===== src/sv/cdq_pkg.sv =====
// cdq_pkg: command and status codes, channel field widths and ring alu ops
// for the circular deque; no dependencies
package cdq_pkg;

	localparam int CMD_W   = 3;
	localparam int VALUE_W = 32;
	localparam int POS_W   = 5;
	localparam int FILL_W  = 5;

	typedef enum logic [CMD_W-1:0] {
		CMD_PUSH_FRONT = 3'd0,
		CMD_PUSH_BACK  = 3'd1,
		CMD_POP_FRONT  = 3'd2,
		CMD_POP_BACK   = 3'd3,
		CMD_INSERT     = 3'd4,
		CMD_READ       = 3'd5,
		CMD_CLEAR      = 3'd6
	} cmd_t;

	typedef enum logic [1:0] {
		ST_OK    = 2'd0,
		ST_FULL  = 2'd1,
		ST_EMPTY = 2'd2,
		ST_RANGE = 2'd3
	} status_t;

	typedef enum logic {
		ALU_ADD = 1'b0,
		ALU_SUB = 1'b1
	} alu_op_t;

endpackage


===== src/sv/circular_deque.sv =====
// circular_deque: double-ended queue in a ring memory with a small sequencer
// depends on cdq_pkg and cdq_ring_alu
//
// usage
//   input channel (in_valid/in_stall) carries cmd, wr_value and position; one
//   transfer is one command. output channel (out_valid/out_stall) carries one
//   result per command: rd_value, status, fill_count, full_flag, empty_flag.
// sequence
//   push, clear, unused command and any error: idle, exec, done
//   pop and read: an extra rwait state for the registered memory read
//   insert at the head: same path as push front
//   insert at position p > 0 with n entries: the shift loop moves the n-p
//   entries from p upward, one per read/write state pair (shr, shw), through
//   the single memory port and the shared ring alu
// reset
//   pointers and fill count clear at once, then a sweep writes zero into every
//   ring slot with in_stall high
// backpressure
//   a finished result sits in the output register; the next command is taken
//   meanwhile, and its result waits in the sequencer until the output is free
module circular_deque import cdq_pkg::*; #(
	parameter int DEPTH      = 16,
	parameter int DATA_WIDTH = 32
) (
	input  logic                      clk,
	input  logic                      arst_n,
	// command channel
	input  logic                      in_valid,
	output logic                      in_stall,
	input  logic [CMD_W-1:0]          cmd,
	input  logic signed [VALUE_W-1:0] wr_value,
	input  logic [POS_W-1:0]          position,
	// result channel
	output logic                      out_valid,
	input  logic                      out_stall,
	output logic signed [VALUE_W-1:0] rd_value,
	output logic [1:0]                status,
	output logic [FILL_W-1:0]         fill_count,
	output logic                      full_flag,
	output logic                      empty_flag
);

	localparam int AW = (DEPTH > 1) ? $clog2(DEPTH) : 1;
	localparam int CW = $clog2(DEPTH + 1);

	typedef enum logic [3:0] {
		S_CLR,
		S_IDLE,
		S_EXEC,
		S_RWAIT,
		S_SHR,
		S_SHW,
		S_INS,
		S_TAIL,
		S_DONE
	} state_t;

	state_t               state_q;
	cmd_t                 cmd_q;
	logic [VALUE_W-1:0]   val_q;
	logic [POS_W-1:0]     pos_q;
	logic [AW-1:0]        head_q;
	logic [AW-1:0]        tail_q;
	logic [CW-1:0]        cnt_q;
	logic [CW-1:0]        idx_q;
	logic [VALUE_W-1:0]   res_rd_q;
	status_t              res_st_q;

	// output register
	logic                 out_valid_q;
	logic [VALUE_W-1:0]   rd_value_q;
	logic [1:0]           status_q;
	logic [FILL_W-1:0]    fill_q;
	logic                 full_q;
	logic                 empty_q;

	// ring memory
	logic [DATA_WIDTH-1:0] mem [DEPTH];
	logic [DATA_WIDTH-1:0] mem_rdata_q;
	logic                  mem_we;
	logic [AW-1:0]         mem_waddr;
	logic [AW-1:0]         mem_raddr;
	logic [DATA_WIDTH-1:0] mem_wdata;

	// shared ring alu
	logic [AW-1:0] alu_a;
	logic [AW-1:0] alu_b;
	alu_op_t       alu_op;
	logic [AW-1:0] alu_r;

	logic                         ring_empty;
	logic                         is_full;
	logic                         pos_zero;
	logic                         ins_pos_err;
	logic                         rd_pos_err;
	logic                         do_pf;
	logic                         do_pb;
	logic [CW-1:0]                idx_dec;
	logic [AW-1:0]                pos_a;
	logic [63:0]                  wr_ext;
	logic [DATA_WIDTH-1:0]        wr_word;
	logic signed [DATA_WIDTH-1:0] rdata_s;
	logic signed [63:0]           rd_ext;

	assign ring_empty  = cnt_q == '0;
	assign is_full     = cnt_q == CW'(DEPTH);
	assign pos_zero    = pos_q == '0;
	assign ins_pos_err = 32'(pos_q) > 32'(cnt_q);
	assign rd_pos_err  = 32'(pos_q) >= 32'(DEPTH);
	assign idx_dec     = idx_q - 1'b1;
	assign pos_a       = AW'(pos_q);

	// push front, and insert at the head, share one path
	assign do_pf = !is_full && ((cmd_q == CMD_PUSH_FRONT) ||
		((cmd_q == CMD_INSERT) && !ins_pos_err && pos_zero));
	assign do_pb = !is_full && (cmd_q == CMD_PUSH_BACK);

	// low DATA_WIDTH bits of the zero-extended value are stored
	assign wr_ext  = {32'b0, val_q};
	assign wr_word = wr_ext[DATA_WIDTH-1:0];

	// stored word comes back sign-extended
	assign rdata_s = mem_rdata_q;
	assign rd_ext  = 64'(rdata_s);

	cdq_ring_alu #(
		.DEPTH (DEPTH)
	) u_alu (
		.a  (alu_a),
		.b  (alu_b),
		.op (alu_op),
		.r  (alu_r)
	);

	// alu operands and memory port control per sequencer step
	always_comb begin
		alu_a     = head_q;
		alu_b     = AW'(1);
		alu_op    = ALU_ADD;
		mem_we    = 1'b0;
		mem_waddr = alu_r;
		mem_raddr = alu_r;
		mem_wdata = wr_word;
		case (state_q)
			S_CLR: begin
				mem_we    = 1'b1;
				mem_waddr = idx_q[AW-1:0];
				mem_wdata = '0;
			end
			S_EXEC: begin
				if (do_pf) begin
					alu_a     = head_q;
					alu_op    = ALU_SUB;
					mem_we    = 1'b1;
					mem_waddr = ring_empty ? '0 : alu_r;
				end else if (do_pb) begin
					alu_a     = tail_q;
					alu_op    = ALU_ADD;
					mem_we    = 1'b1;
					mem_waddr = ring_empty ? '0 : alu_r;
				end else begin
					case (cmd_q)
						CMD_POP_FRONT: begin
							mem_raddr = head_q;
						end
						CMD_POP_BACK: begin
							alu_a     = tail_q;
							alu_op    = ALU_SUB;
							mem_raddr = tail_q;
						end
						CMD_READ: begin
							alu_b = pos_a;
						end
						default: begin
						end
					endcase
				end
			end
			S_SHR: begin
				// fetch logical entry i-1
				alu_b = idx_dec[AW-1:0];
			end
			S_SHW: begin
				// move it up to logical entry i
				alu_b     = idx_q[AW-1:0];
				mem_we    = 1'b1;
				mem_wdata = mem_rdata_q;
			end
			S_INS: begin
				alu_b  = pos_a;
				mem_we = 1'b1;
			end
			S_TAIL: begin
				alu_a = tail_q;
			end
			default: begin
			end
		endcase
	end

	always_ff @(posedge clk) begin
		if (mem_we) begin
			mem[mem_waddr] <= mem_wdata;
		end
		mem_rdata_q <= mem[mem_raddr];
	end

	// sequencer, pointers and output register
	always_ff @(posedge clk or negedge arst_n) begin
		if (!arst_n) begin
			state_q     <= S_CLR;
			cmd_q       <= CMD_CLEAR;
			val_q       <= '0;
			pos_q       <= '0;
			head_q      <= '0;
			tail_q      <= '0;
			cnt_q       <= '0;
			idx_q       <= '0;
			res_rd_q    <= '0;
			res_st_q    <= ST_OK;
			out_valid_q <= 1'b0;
			rd_value_q  <= '0;
			status_q    <= '0;
			fill_q      <= '0;
			full_q      <= 1'b0;
			empty_q     <= 1'b1;
		end else begin
			// in S_DONE the hand-over below takes care of the valid bit
			if (out_valid_q && !out_stall && (state_q != S_DONE)) begin
				out_valid_q <= 1'b0;
			end
			case (state_q)
				S_CLR: begin
					idx_q <= idx_q + 1'b1;
					if (idx_q == CW'(DEPTH - 1)) begin
						state_q <= S_IDLE;
					end
				end
				S_IDLE: begin
					if (in_valid) begin
						cmd_q    <= cmd_t'(cmd);
						val_q    <= wr_value;
						pos_q    <= position;
						res_rd_q <= '0;
						res_st_q <= ST_OK;
						state_q  <= S_EXEC;
					end
				end
				S_EXEC: begin
					state_q <= S_DONE;
					case (cmd_q)
						CMD_PUSH_FRONT, CMD_PUSH_BACK: begin
							if (is_full) begin
								res_st_q <= ST_FULL;
							end else if (ring_empty) begin
								head_q <= '0;
								tail_q <= '0;
								cnt_q  <= CW'(1);
							end else begin
								if (cmd_q == CMD_PUSH_FRONT) begin
									head_q <= alu_r;
								end else begin
									tail_q <= alu_r;
								end
								cnt_q <= cnt_q + 1'b1;
							end
						end
						CMD_POP_FRONT, CMD_POP_BACK: begin
							if (ring_empty) begin
								res_st_q <= ST_EMPTY;
							end else begin
								if (cnt_q == CW'(1)) begin
									head_q <= '0;
									tail_q <= '0;
								end else if (cmd_q == CMD_POP_FRONT) begin
									head_q <= alu_r;
								end else begin
									tail_q <= alu_r;
								end
								cnt_q   <= cnt_q - 1'b1;
								state_q <= S_RWAIT;
							end
						end
						CMD_INSERT: begin
							if (ins_pos_err) begin
								res_st_q <= ST_RANGE;
							end else if (is_full) begin
								res_st_q <= ST_FULL;
							end else if (pos_zero) begin
								// same as push front
								if (ring_empty) begin
									head_q <= '0;
									tail_q <= '0;
									cnt_q  <= CW'(1);
								end else begin
									head_q <= alu_r;
									cnt_q  <= cnt_q + 1'b1;
								end
							end else begin
								idx_q <= cnt_q;
								if (32'(pos_q) < 32'(cnt_q)) begin
									state_q <= S_SHR;
								end else begin
									state_q <= S_INS;
								end
							end
						end
						CMD_READ: begin
							if (rd_pos_err) begin
								res_st_q <= ST_RANGE;
							end else begin
								state_q <= S_RWAIT;
							end
						end
						CMD_CLEAR: begin
							head_q <= '0;
							tail_q <= '0;
							cnt_q  <= '0;
						end
						default: begin
						end
					endcase
				end
				S_RWAIT: begin
					res_rd_q <= rd_ext[VALUE_W-1:0];
					state_q  <= S_DONE;
				end
				S_SHR: begin
					state_q <= S_SHW;
				end
				S_SHW: begin
					idx_q <= idx_dec;
					if (32'(idx_dec) > 32'(pos_q)) begin
						state_q <= S_SHR;
					end else begin
						state_q <= S_INS;
					end
				end
				S_INS: begin
					state_q <= S_TAIL;
				end
				S_TAIL: begin
					tail_q  <= alu_r;
					cnt_q   <= cnt_q + 1'b1;
					state_q <= S_DONE;
				end
				S_DONE: begin
					// hand the result over once the output register is free
					if (!out_valid_q || !out_stall) begin
						out_valid_q <= 1'b1;
						rd_value_q  <= res_rd_q;
						status_q    <= res_st_q;
						fill_q      <= FILL_W'(cnt_q);
						full_q      <= is_full;
						empty_q     <= ring_empty;
						state_q     <= S_IDLE;
					end
				end
				default: begin
					state_q <= S_IDLE;
				end
			endcase
		end
	end

	assign in_stall   = state_q != S_IDLE;
	assign out_valid  = out_valid_q;
	assign rd_value   = rd_value_q;
	assign status     = status_q;
	assign fill_count = fill_q;
	assign full_flag  = full_q;
	assign empty_flag = empty_q;

endmodule


===== src/sv/cdq_ring_alu.sv =====
// cdq_ring_alu: shared modulo-DEPTH adder/subtractor for ring pointers and slots
// depends on cdq_pkg for the operation codes
module cdq_ring_alu import cdq_pkg::*; #(
	parameter int DEPTH = 16,
	localparam int AW = (DEPTH > 1) ? $clog2(DEPTH) : 1
) (
	input  logic [AW-1:0] a,
	input  logic [AW-1:0] b,
	input  alu_op_t       op,
	output logic [AW-1:0] r
);

	localparam logic [AW:0] DEPTH_W = (AW+1)'(DEPTH);

	logic [AW:0] sum;
	logic [AW:0] diff;

	always_comb begin
		sum  = {1'b0, a} + {1'b0, b};
		diff = {1'b0, a} + DEPTH_W - {1'b0, b};
		r    = '0;
		case (op)
			ALU_ADD: begin
				if (sum >= DEPTH_W) begin
					r = AW'(sum - DEPTH_W);
				end else begin
					r = AW'(sum);
				end
			end
			ALU_SUB: begin
				// wrap back through the top of the ring
				if (a >= b) begin
					r = a - b;
				end else begin
					r = AW'(diff);
				end
			end
			default: r = '0;
		endcase
	end

endmodule

===== config.mk =====
export PLATFORM = sky130hd
export DESIGN_NAME = circular_deque
export DESIGN_NICKNAME = d
export VERILOG_FILES = /design/src/sv/cdq_pkg.sv /design/src/sv/circular_deque.sv /design/src/sv/cdq_ring_alu.sv
export SDC_FILE = /design/constraint.sdc
export NUM_CORES = 1
export LEC_CHECK = 0
export BUFFER_PORTS_ARGS = -buffer_cell sky130_fd_sc_hd__buf_2
export CAP_MARGIN = 10
export CORE_MARGIN = 5
export CORE_UTILIZATION = 61
export DETAILED_ROUTE_END_ITERATION = 8
export GPL_TIMING_DRIVEN = 1
export PLACE_DENSITY = 0.83
export SYNTH_ARGS = -nofsm -noshare
export SYNTH_HDL_FRONTEND = slang
export SYNTH_SLANG_ARGS = --single-unit

===== constraint.sdc =====
create_clock -name clk -period 14.2 [get_ports clk]
set_clock_uncertainty 0.05 [all_clocks]
set_input_delay 4.26 -clock clk [delete_from_list [all_inputs] [get_ports clk]]
set_output_delay 4.26 -clock clk [all_outputs]
set_load 0.01 [all_outputs]

==> impl_results.html, run 1 <==
<table>
<tr><th>Metric</th><th>Value</th></tr>
<tr><th colspan="2">Status</th></tr>
<tr><td>Outcome</td><td>completed</td></tr>
<tr><th colspan="2">Floorplanning</th></tr>
<tr><td>Total I/O pin count</td><td>87</td></tr>
<tr><td>Chip Height</td><td>223.1 um</td></tr>
<tr><td>Horiz. Die Dim</td><td>223.1 um</td></tr>
<tr><td>Area enclosed by the die boundary</td><td>49760 um2</td></tr>
<tr><td>Core Rows</td><td>78</td></tr>
<tr><td>Core footprint</td><td>45190 um2</td></tr>
<tr><td>Effective utilization at floorplan</td><td>61.28%</td></tr>
<tr><th colspan="2">Worst setup path</th></tr>
<tr><td>CP Data Required Time</td><td>9.89 ns</td></tr>
<tr><td>Buffers &amp; Inverters on Critical Path</td><td>1</td></tr>
<tr><td>Crit-path max cell delay</td><td>0.82 ns</td></tr>
<tr><td>Startpoint kind of the worst setup timing path</td><td>register</td></tr>
<tr><td>Critical path type</td><td>reg2out</td></tr>
<tr><td>Critical-path cell with the highest stage delay</td><td>dfrtp_1</td></tr>
<tr><td>Crit path max-delay family</td><td>flip-flops</td></tr>
<tr><td>Data arrival time of the worst path</td><td>2.25 ns</td></tr>
<tr><td>Critical path fanouts, max</td><td>20</td></tr>
<tr><td>Series of cell instances along the critical path</td><td>nor2b_1 &gt; nand2_1 &gt; buf_2</td></tr>
<tr><td>Critical R2R Launch</td><td>state_q[1]</td></tr>
<tr><td>Start point of the critical path</td><td>state_q[0]</td></tr>
<tr><td>CP Capture Type</td><td>output port</td></tr>
<tr><th colspan="2">Power</th></tr>
<tr><td>Overall power of the completed layout</td><td>0.008569 W</td></tr>
<tr><td>Leakage Power</td><td>11.51 nW</td></tr>
<tr><td>Worst supply voltage drop on vdd</td><td>0.1899 mV</td></tr>
<tr><td>P per Cell Area</td><td>275.5 nW/um2</td></tr>
<tr><th colspan="2">Synth</th></tr>
<tr><td>Average footprint of a synthesized cell</td><td>17.02 um2</td></tr>
<tr><td>Sequential cell area fraction in the yosys report</td><td>70.32%</td></tr>
<tr><td>Count of cell types in the netlist</td><td>67</td></tr>
<tr><td>Number of synthesized flops with an enable pin</td><td>512</td></tr>
<tr><td>Async S/R FF share, synth</td><td>20.23%</td></tr>
<tr><td>Synth warn</td><td>0</td></tr>
<tr><td>Top_reg_cell synth</td><td>edfxtp_1</td></tr>
<tr><td>Net count after synthesis</td><td>1695</td></tr>
<tr><td>Instance count of the mapped netlist</td><td>1627</td></tr>
<tr><td>Count of state elements after synthesis</td><td>682</td></tr>
<tr><td>Synthesized cell area</td><td>27690 um2</td></tr>
<tr><th colspan="2">Finish</th></tr>
<tr><td>Number of nets in the finished design</td><td>1803</td></tr>
<tr><td>Proportion of layout cells with a drive suffix above 1</td><td>22.56%</td></tr>
<tr><td>Most common cell after layout, fill and taps aside</td><td>edfxtp_1</td></tr>
<tr><td>Fill cell count</td><td>2744</td></tr>
<tr><td>Reg area</td><td>19470 um2</td></tr>
<tr><td>Count of inserted antenna diode cells</td><td>0</td></tr>
<tr><td>Area of the multi-input gates</td><td>7818 um2</td></tr>
<tr><td>Area growth from synthesis to final layout</td><td>12.32%</td></tr>
<tr><td>Final core area utilization</td><td>68.83%</td></tr>
<tr><td>Most used cells in the layout excluding fill and tap cells</td><td>edfxtp_1 (512), nand2_1 (203), dfrtp_1 (135), mux2_2 (87), buf_2 (85)</td></tr>
<tr><th colspan="2">Timing</th></tr>
<tr><td>Setup repair after global routing missed its margin</td><td>false</td></tr>
<tr><td>Final clock period utilization by the worst path</td><td>46.21%</td></tr>
<tr><td>Tightest Pin Transition</td><td>1.188 ns</td></tr>
<tr><td>Total setup violations reported at the end of the flow</td><td>0</td></tr>
<tr><td>Total count of hold-check failures in the final report</td><td>0</td></tr>
<tr><td>Min Tclk post-route</td><td>6.561 ns</td></tr>
<tr><td>Slew Limit Headroom</td><td>20.78%</td></tr>
<tr><td>TNS Setup</td><td>0 ns</td></tr>
<tr><td>Achievable Freq</td><td>152.4 MHz</td></tr>
<tr><td>Max-slew violations</td><td>0</td></tr>
<tr><th colspan="2">Worst hold path</th></tr>
<tr><td>Start point of the worst hold path</td><td>mem_rdata_q[19]</td></tr>
<tr><td>HP Class</td><td>reg2reg</td></tr>
<tr><th colspan="2">Place</th></tr>
<tr><td>Global placement routability congestion</td><td>0.8814</td></tr>
<tr><td>HPWL Detailed</td><td>34160 um</td></tr>
<tr><td>PortBufs</td><td>86</td></tr>
<tr><th colspan="2">Clock network</th></tr>
<tr><td>Root buffer cell</td><td>clkbuf_16</td></tr>
<tr><td>Total number of clock tree sinks</td><td>682</td></tr>
<tr><td>Maximum buffer depth of the clock tree</td><td>3</td></tr>
<tr><td>Total number of H-tree levels</td><td>3</td></tr>
<tr><td>TritonCTS clock tree</td><td>yes</td></tr>
<tr><td>Cts-stage hold buffer count</td><td>0</td></tr>
<tr><td>Resized cells post-CTS</td><td>0</td></tr>
<tr><td>Number of buffers created by CTS</td><td>66</td></tr>
<tr><td>Clock-pin slew of the registers on the worst-case setup and hold paths</td><td>0.06 ns</td></tr>
<tr><td>Insertion delay of the later-clocked pin in the worst-skew pair</td><td>0.59 ns</td></tr>
<tr><td>Post-CTS setup buffer count</td><td>0</td></tr>
<tr><th colspan="2">Drt</th></tr>
<tr><td>Detailed Route Iter0 Violations</td><td>2279</td></tr>
<tr><td>Met2 wire length</td><td>32490 um</td></tr>
<tr><td>Routed vias/inst</td><td>6.593</td></tr>
<tr><td>Met3 WL</td><td>7104 um</td></tr>
<tr><td>Routed wire length per instance</td><td>27.78 um</td></tr>
<tr><td>Vias</td><td>15732</td></tr>
<tr><td>Routed wire length</td><td>66290 um</td></tr>
<tr><td>DRT Pass-1 Iters</td><td>6</td></tr>
<tr><td>Post-Route M1 WL</td><td>24310 um</td></tr>
<tr><td>Highest layer used for signal routing</td><td>met4</td></tr>
<tr><td>Residual antenna-violating net count after detailed routing</td><td>0</td></tr>
<tr><td>Count of unresolved DRC violations after routing</td><td>0</td></tr>
<tr><th colspan="2">GRT</th></tr>
<tr><td>Initial antenna violation count</td><td>1</td></tr>
<tr><td>Total global routing track utilization</td><td>26.90%</td></tr>
<tr><td>Global-route wire length before repair</td><td>99750 um</td></tr>
<tr><td>Via count of the first global-routing pass</td><td>15897</td></tr>
<tr><td>Maximum number of pins on one net before global-route repair</td><td>87</td></tr>
<tr><td>Remaining Overflow, GRT</td><td>0</td></tr>
<tr><th colspan="2">Flow run</th></tr>
<tr><td>Maxcap violations</td><td>0</td></tr>
</table>
[cells in the mapped netlist (all sizes together), types with 3 or more instances]
library cell	number	share of area (%)
a31oi	5	0.11
o2111ai	3	0.095
or2	5	0.11
a22oi	68	1.8
and3	4	0.090
o21bai	4	0.11
clkbuf	57	0.77
nor4b	3	0.15
o31ai	5	0.14
nand3	45	0.81
nand2	204	2.8
dfrtp	135	12
a21o	5	0.14
nor4	6	0.19
nand2b	11	0.25
and2	13	0.29
xor2	3	0.095
a22o	5	0.16
buf	32	0.83
o22ai	6	0.14
o21ai	61	1.1
nor2	49	0.72
mux2i	5	0.18
a211oi	5	0.14
mux4	128	12
xnor2	4	0.13
ha	22	0.99
nor3	6	0.11
nor2b	8	0.18
dfxtp	32	2.3
dfstp	3	0.28
inv	26	0.35
a21oi	29	0.52
edfxtp	512	56
mux2	87	3.5
o21a	3	0.081
[metal layers]
layer	vias to the layer above	track usage, %
met2	1001	43.55
met4	0	9.209
met5	-	0
met1	7938	37.02
met3	179	5.868
li1	6614	-
[worst paths after layout]
kind                            endpoint  slack [ns]  depth (start not counted)
setup / recovery                in_stall        7.64                          3
hold / removal              res_rd_q[19]        0.39                          2
setup reg to reg               mem[8][4]        8.22                         15
hold reg to reg             res_rd_q[19]        0.39                          2
max in group asynchronous  fill_count[3]        9.23                          2
min in group asynchronous     state_q[0]        3.68                          1
[sequential cells by signal, indices dropped and copies added (netlist names), 2 cells and up]
register,cells
mem,512
mem_rdata_q,32
rd_value,32
res_rd_q,32
val_q,32
cnt_q,5
fill_count,5
idx_q,5
pos_q,5
head_q,4
state_q,4
tail_q,4
cmd_q,3
res_st_q,2
status,2
[worst register-to-register path: cells and delay by family (launching register included)]
family / cells / cell delay, ns
muxes: 1 / 0.37
buffers and inverters: 1 / 0.49
and+or+nand+nor: 7 / 2.28
AOI/OAI and AO/OA: 5 / 1.23
adders and majority gates: 1 / 0.44
DFF: 1 / 0.74
[cell families (layout without fill, tap and decap cells)]
| kind of cell | count (synthesis) | after routing | share of synthesized area, % |
|---|---|---|---|
| and+or+nand+nor | 364 | 364 | 6.027 |
| muxes | 220 | 220 | 15.23 |
| adders and majority gates | 24 | 24 | 1.139 |
| DFF | 682 | 682 | 70.32 |
| buffers and inverters | 115 | 274 | 1.956 |
| xor gates and xnor gates | 7 | 7 | 0.2214 |
| AOI/OAI and AO/OA | 215 | 215 | 5.110 |
[layout make-up]
type,count,share of cell area [%]
clock buffer,92,6.203
clock inverter,27,0.8890
tap,600,2.414
inverter,26,0.3138
timing repair buffer,129,2.442
multi-input combinational,830,25.13
sequential,682,62.60
[stage by stage]
step	instance area [um2]	std cells	setup slack (ns)	hold slack, ns
2_1_floorplan	27690	1627	8.630	0.3630
3_3_place_gp	28900	2267	8.393	0.3683
3_5_place_dp	28900	2267	8.302	0.3783
4_1_cts	31100	2386	7.669	0.3892
5_1_grt	31100	2386	7.500	0.4088
6_report	31100	2386	7.639	0.3884
[power by group]
part	switching (W)	total, W	internal (W)
Sequential	0.000320	0.00356	0.00324
Clock	0.000735	0.00178	0.00104
Combinational	0.00201	0.00323	0.00122
Total	0.00307	0.00857	0.00550
(Power assumes the default switching activity.)
==> inputs of run 2 (changes only) <==
CORE_UTILIZATION = 56   (was 61)
PLACE_DENSITY = 0.81   (was 0.83)
clock period = 5.6 ns   (was 14.2 ns; I/O delays follow)
==> run 2 against run 1 <==
Worst setup slack lost 7.2 ns. Wire length fell by 1.0%. Critical path type is now reg2reg. First-iteration DRC count is 29% lower. Sequential power rose to 2.5 times the previous value. Register-to-register slack worse by 7.8 ns. Largest power group unchanged. Sequential cell count unchanged. Design area increased by 1.4%. Power increased to 2.6 times the previous value. Clock power rose to 2.6 times the previous value. Sequential share of layout area is 0.88 points lower.
==> impl_results.html, run 2 (synthesis results as in run 1) <==
<table>
<tr><th>Metric</th><th>Value</th></tr>
<tr><th colspan="2">Status</th></tr>
<tr><td>Outcome</td><td>completed</td></tr>
<tr><th colspan="2">Floorplanning</th></tr>
<tr><td>Core footprint</td><td>48950 um2 (+8.3%)</td></tr>
<tr><td>Core Rows</td><td>81 (+3.8%)</td></tr>
<tr><td>Effective utilization at floorplan</td><td>56.57% (-4.7 points)</td></tr>
<tr><td>Total I/O pin count</td><td>87 (unchanged)</td></tr>
<tr><td>Area enclosed by the die boundary</td><td>54000 um2 (+8.5%)</td></tr>
<tr><td>Chip Height</td><td>232.4 um (+4.2%)</td></tr>
<tr><td>Horiz. Die Dim</td><td>232.4 um (+4.2%)</td></tr>
<tr><th colspan="2">GRT</th></tr>
<tr><td>Remaining Overflow, GRT</td><td>0 (unchanged)</td></tr>
<tr><td>Total global routing track utilization</td><td>24.69% (-2.2 points)</td></tr>
<tr><td>Global-route wire length before repair</td><td>99600 um (-0.15%)</td></tr>
<tr><td>Via count of the first global-routing pass</td><td>16151 (+1.6%)</td></tr>
<tr><td>Maximum number of pins on one net before global-route repair</td><td>76 (-13%)</td></tr>
<tr><td>Initial antenna violation count</td><td>1 (unchanged)</td></tr>
<tr><th colspan="2">Finish</th></tr>
<tr><td>Largest register FFs</td><td>512 (unchanged)</td></tr>
<tr><td>Final standard cell area without fillers</td><td>31550 um2 (+1.4%)</td></tr>
<tr><td>Layout Cells excl Fill</td><td>2483 (+4.1%)</td></tr>
<tr><td>Register containing the most flip-flops in the final layout</td><td>mem</td></tr>
<tr><td>Proportion of layout cells with a drive suffix above 1</td><td>23.36% (+0.80 points)</td></tr>
<tr><td>Most common cell after layout, fill and taps aside</td><td>edfxtp_1</td></tr>
<tr><td>Final core area utilization</td><td>64.45% (-4.4 points)</td></tr>
<tr><td>Area growth from synthesis to final layout</td><td>13.93%</td></tr>
<tr><td>Most used cells in the layout excluding fill and tap cells</td><td>edfxtp_1 (512), nand2_1 (203), dfrtp_1 (135), mux2_2 (87), buf_2 (85)</td></tr>
<tr><td>Count of inserted antenna diode cells</td><td>0 (unchanged)</td></tr>
<tr><td>Number of nets in the finished design</td><td>1831 (+1.6%)</td></tr>
<tr><th colspan="2">Clock network</th></tr>
<tr><td>Insertion delay of the later-clocked pin in the worst-skew pair</td><td>0.60 ns (about the same)</td></tr>
<tr><td>Root buffer cell</td><td>clkbuf_16</td></tr>
<tr><td>Post-CTS setup buffer count</td><td>0 (unchanged)</td></tr>
<tr><td>TritonCTS clock tree</td><td>yes</td></tr>
<tr><td>Number of buffers created by CTS</td><td>69 (+4.5%)</td></tr>
<tr><td>Clock-pin slew of the registers on the worst-case setup and hold paths</td><td>0.06 ns (about the same)</td></tr>
<tr><td>Total number of H-tree levels</td><td>3 (unchanged)</td></tr>
<tr><td>Maximum buffer depth of the clock tree</td><td>3 (unchanged)</td></tr>
<tr><td>Total number of clock tree sinks</td><td>682 (unchanged)</td></tr>
<tr><th colspan="2">Power</th></tr>
<tr><td>Share of total power in the clock network</td><td>20.7% (about the same)</td></tr>
<tr><td>Leakage Power</td><td>11.68 nW (+1.5%)</td></tr>
<tr><td>Reported net switching power</td><td>0.007935 W (+160%)</td></tr>
<tr><td>Worst supply voltage drop on vdd</td><td>0.4691 mV (+150%)</td></tr>
<tr><td>Power Internal</td><td>0.01420 W (+160%)</td></tr>
<tr><td>Portion of total power attributed to sequential cells</td><td>40.5% (-1.0 points)</td></tr>
<tr><td>Switch share</td><td>35.85% (+0.036 points)</td></tr>
<tr><td>P per Cell Area</td><td>701.5 nW/um2 (+150%)</td></tr>
<tr><td>Comb power frac</td><td>38.8% (+1.1 points)</td></tr>
<tr><th colspan="2">Drt</th></tr>
<tr><td>Routed wire length per instance</td><td>26.43 um (-4.9%)</td></tr>
<tr><td>Vias</td><td>15653 (-0.50%)</td></tr>
<tr><td>Routed vias/inst</td><td>6.304 (-4.4%)</td></tr>
<tr><td>DRT Pass-1 Iters</td><td>8 (+2)</td></tr>
<tr><td>Count of unresolved DRC violations after routing</td><td>0 (unchanged)</td></tr>
<tr><td>Routed wire length</td><td>65620 um (-1.0%)</td></tr>
<tr><td>Residual antenna-violating net count after detailed routing</td><td>0 (unchanged)</td></tr>
<tr><td>Detailed Route Iter0 Violations</td><td>1616 (-29%)</td></tr>
<tr><th colspan="2">Timing</th></tr>
<tr><td>Total count of hold-check failures in the final report</td><td>0 (unchanged)</td></tr>
<tr><td>Achievable Freq</td><td>192.7 MHz</td></tr>
<tr><td>Tightest Pin Transition</td><td>1.108 ns (-0.08075 ns)</td></tr>
<tr><td>Total setup violations reported at the end of the flow</td><td>0 (unchanged)</td></tr>
<tr><td>TNS Setup</td><td>0 ns (unchanged)</td></tr>
<tr><td>Setup repair after global routing missed its margin</td><td>false</td></tr>
<tr><td>Slew Limit Headroom</td><td>26.16% (+5.4 points)</td></tr>
<tr><td>Final clock period utilization by the worst path</td><td>92.68%</td></tr>
<tr><td>Min Tclk post-route</td><td>5.190 ns</td></tr>
<tr><td>Max-slew violations</td><td>0 (unchanged)</td></tr>
<tr><th colspan="2">Flow run</th></tr>
<tr><td>Maxcap violations</td><td>0 (unchanged)</td></tr>
<tr><th colspan="2">Place</th></tr>
<tr><td>HPWL Detailed</td><td>37300 um (+9.2%)</td></tr>
<tr><td>PortBufs</td><td>86 (unchanged)</td></tr>
<tr><td>Placement-stage cell area</td><td>29290 um2 (+1.3%)</td></tr>
<tr><td>Global placement routability congestion</td><td>0.8653 (-1.8%)</td></tr>
<tr><td>Post-Place Cells</td><td>2356 (+3.9%)</td></tr>
<tr><th colspan="2">Worst setup path</th></tr>
<tr><td>Cell repeated most along the worst path</td><td>nand2b_1</td></tr>
<tr><td>Startpoint kind of the worst setup timing path</td><td>register</td></tr>
<tr><td>Critical path fanouts, max</td><td>32 (+60%)</td></tr>
<tr><td>Series of cell instances along the critical path</td><td>nand2b_1 &gt; or2_2 &gt; nand2_1 &gt; mux2_2 &gt; ha_1 &gt; a21oi_1 &gt; o21a_1 &gt; nand3_1 &gt; o21ai_0 &gt; o211ai_1 &gt; and2_1 &gt; o21ai_2 &gt; nand2b_1 &gt; nor2_4 &gt; buf_4</td></tr>
<tr><td>Crit path max-delay family</td><td>simple AND/OR/NAND/NOR gates</td></tr>
<tr><td>Data arrival time of the worst path</td><td>5.36 ns (+3.11 ns)</td></tr>
<tr><td>CP Data Required Time</td><td>5.77 ns (-4.12 ns)</td></tr>
<tr><td>Buffers &amp; Inverters on Critical Path</td><td>1 (unchanged)</td></tr>
<tr><td>CP Capture Type</td><td>register</td></tr>
<tr><td>Critical path type</td><td>reg2reg</td></tr>
<tr><td>Crit-path max cell delay</td><td>0.73 ns (-0.09 ns)</td></tr>
<tr><td>Critical-path cell with the highest stage delay</td><td>dfrtp_1</td></tr>
<tr><th colspan="2">Worst hold path</th></tr>
<tr><td>HP Class</td><td>reg2reg</td></tr>
</table>
[run 2: cell types whose count changed in the layout (fill, tap and decap cells not counted), moves of 2 or more]
| cell | previous run | this run |
|---|---|---|
| buf_12 | 0 | 10 |
| buf_4 | 43 | 58 |
| clkbuf_1 | 13 | 22 |
| clkinv_1 | 8 | 10 |
| clkinv_2 | 7 | 5 |
| inv_4 | 2 | 0 |
| o21ai_0 | 41 | 51 |
| o21ai_1 | 19 | 8 |
[run 2: power groups by stage]
stage	Combinational (W)	Clock [W]	Sequential [W]
6_report	0.00858	0.00458	0.00897
3_5_place_dp	0.00834	0	0.00899
2_1_floorplan	0.00560	0	0.00873
4_1_cts	0.00856	0.00464	0.00897
5_1_grt	0.00921	0.00488	0.00910
3_3_place_gp	0.00800	0	0.00887
[run 2: cell type report]
| cell class | count | area (um2) |
|---|---|---|
| well taps | 664 | 830.8 |
| multi-input cells | 830 | 7816 |
| inverters | 26 | 97.59 |
| fillers | 3213 | 17400 |
| repair buffers | 154 | 1072 |
| clock buffers | 99 | 1942 |
| flip-flops and latches | 682 | 19470 |
| clock inverters | 28 | 316.6 |
[run 2: worst paths after layout]
kind	startpoint	endpoint	slack, ns	cells past startpoint
max reg2reg	state_q[2]	mem[11][31]	0.41	15
min in group asynchronous	arst_n	cnt_q[1]	1.04	1
min	mem_rdata_q[12]	res_rd_q[12]	0.39	2
max in group asynchronous	arst_n	val_q[11]	3.61	2
min reg2reg	mem_rdata_q[12]	res_rd_q[12]	0.39	2
max	state_q[2]	mem[11][31]	0.41	15
[run 2: through the flow]
stage	worst slack, ns	total power (W)	hold slack, ns
2_1_floorplan	0.2629	0.01433	0.3630
3_3_place_gp	0.5910	0.01687	0.3701
3_5_place_dp	0.4180	0.01733	0.3735
4_1_cts	0.3160	0.02218	0.3901
5_1_grt	0.1161	0.02319	0.4095
6_report	0.4102	0.02213	0.3858
[run 2: what timing repair did]
item                                    in CTS  in global routing
gates resized for setup                      0                  2
hold buffers                                 0                  0
endpoints found under the setup margin       0                 74
[run 2: worst register-to-register path: stages (launching register included)]
cell and delay, ns:
dfrtp_1 0.73, nand2b_1 0.29, or2_2 0.44, nand2_1 0.14, mux2_2 0.37, ha_1 0.40
a21oi_1 0.19, o21a_1 0.16, nand3_1 0.07, o21ai_0 0.24, o211ai_1 0.14, and2_1 0.21
o21ai_2 0.34, nand2b_1 0.37, nor2_4 0.21, buf_4 0.44
[run 2: layer usage]
metal  up-vias  wire, um  GRT usage (%)
met3       162      5750          4.857
met1      7921     24940          32.87
met5         -        13              0
met4         2      2790          10.38
li1       6689         -              -
met2       879     32130          40.49
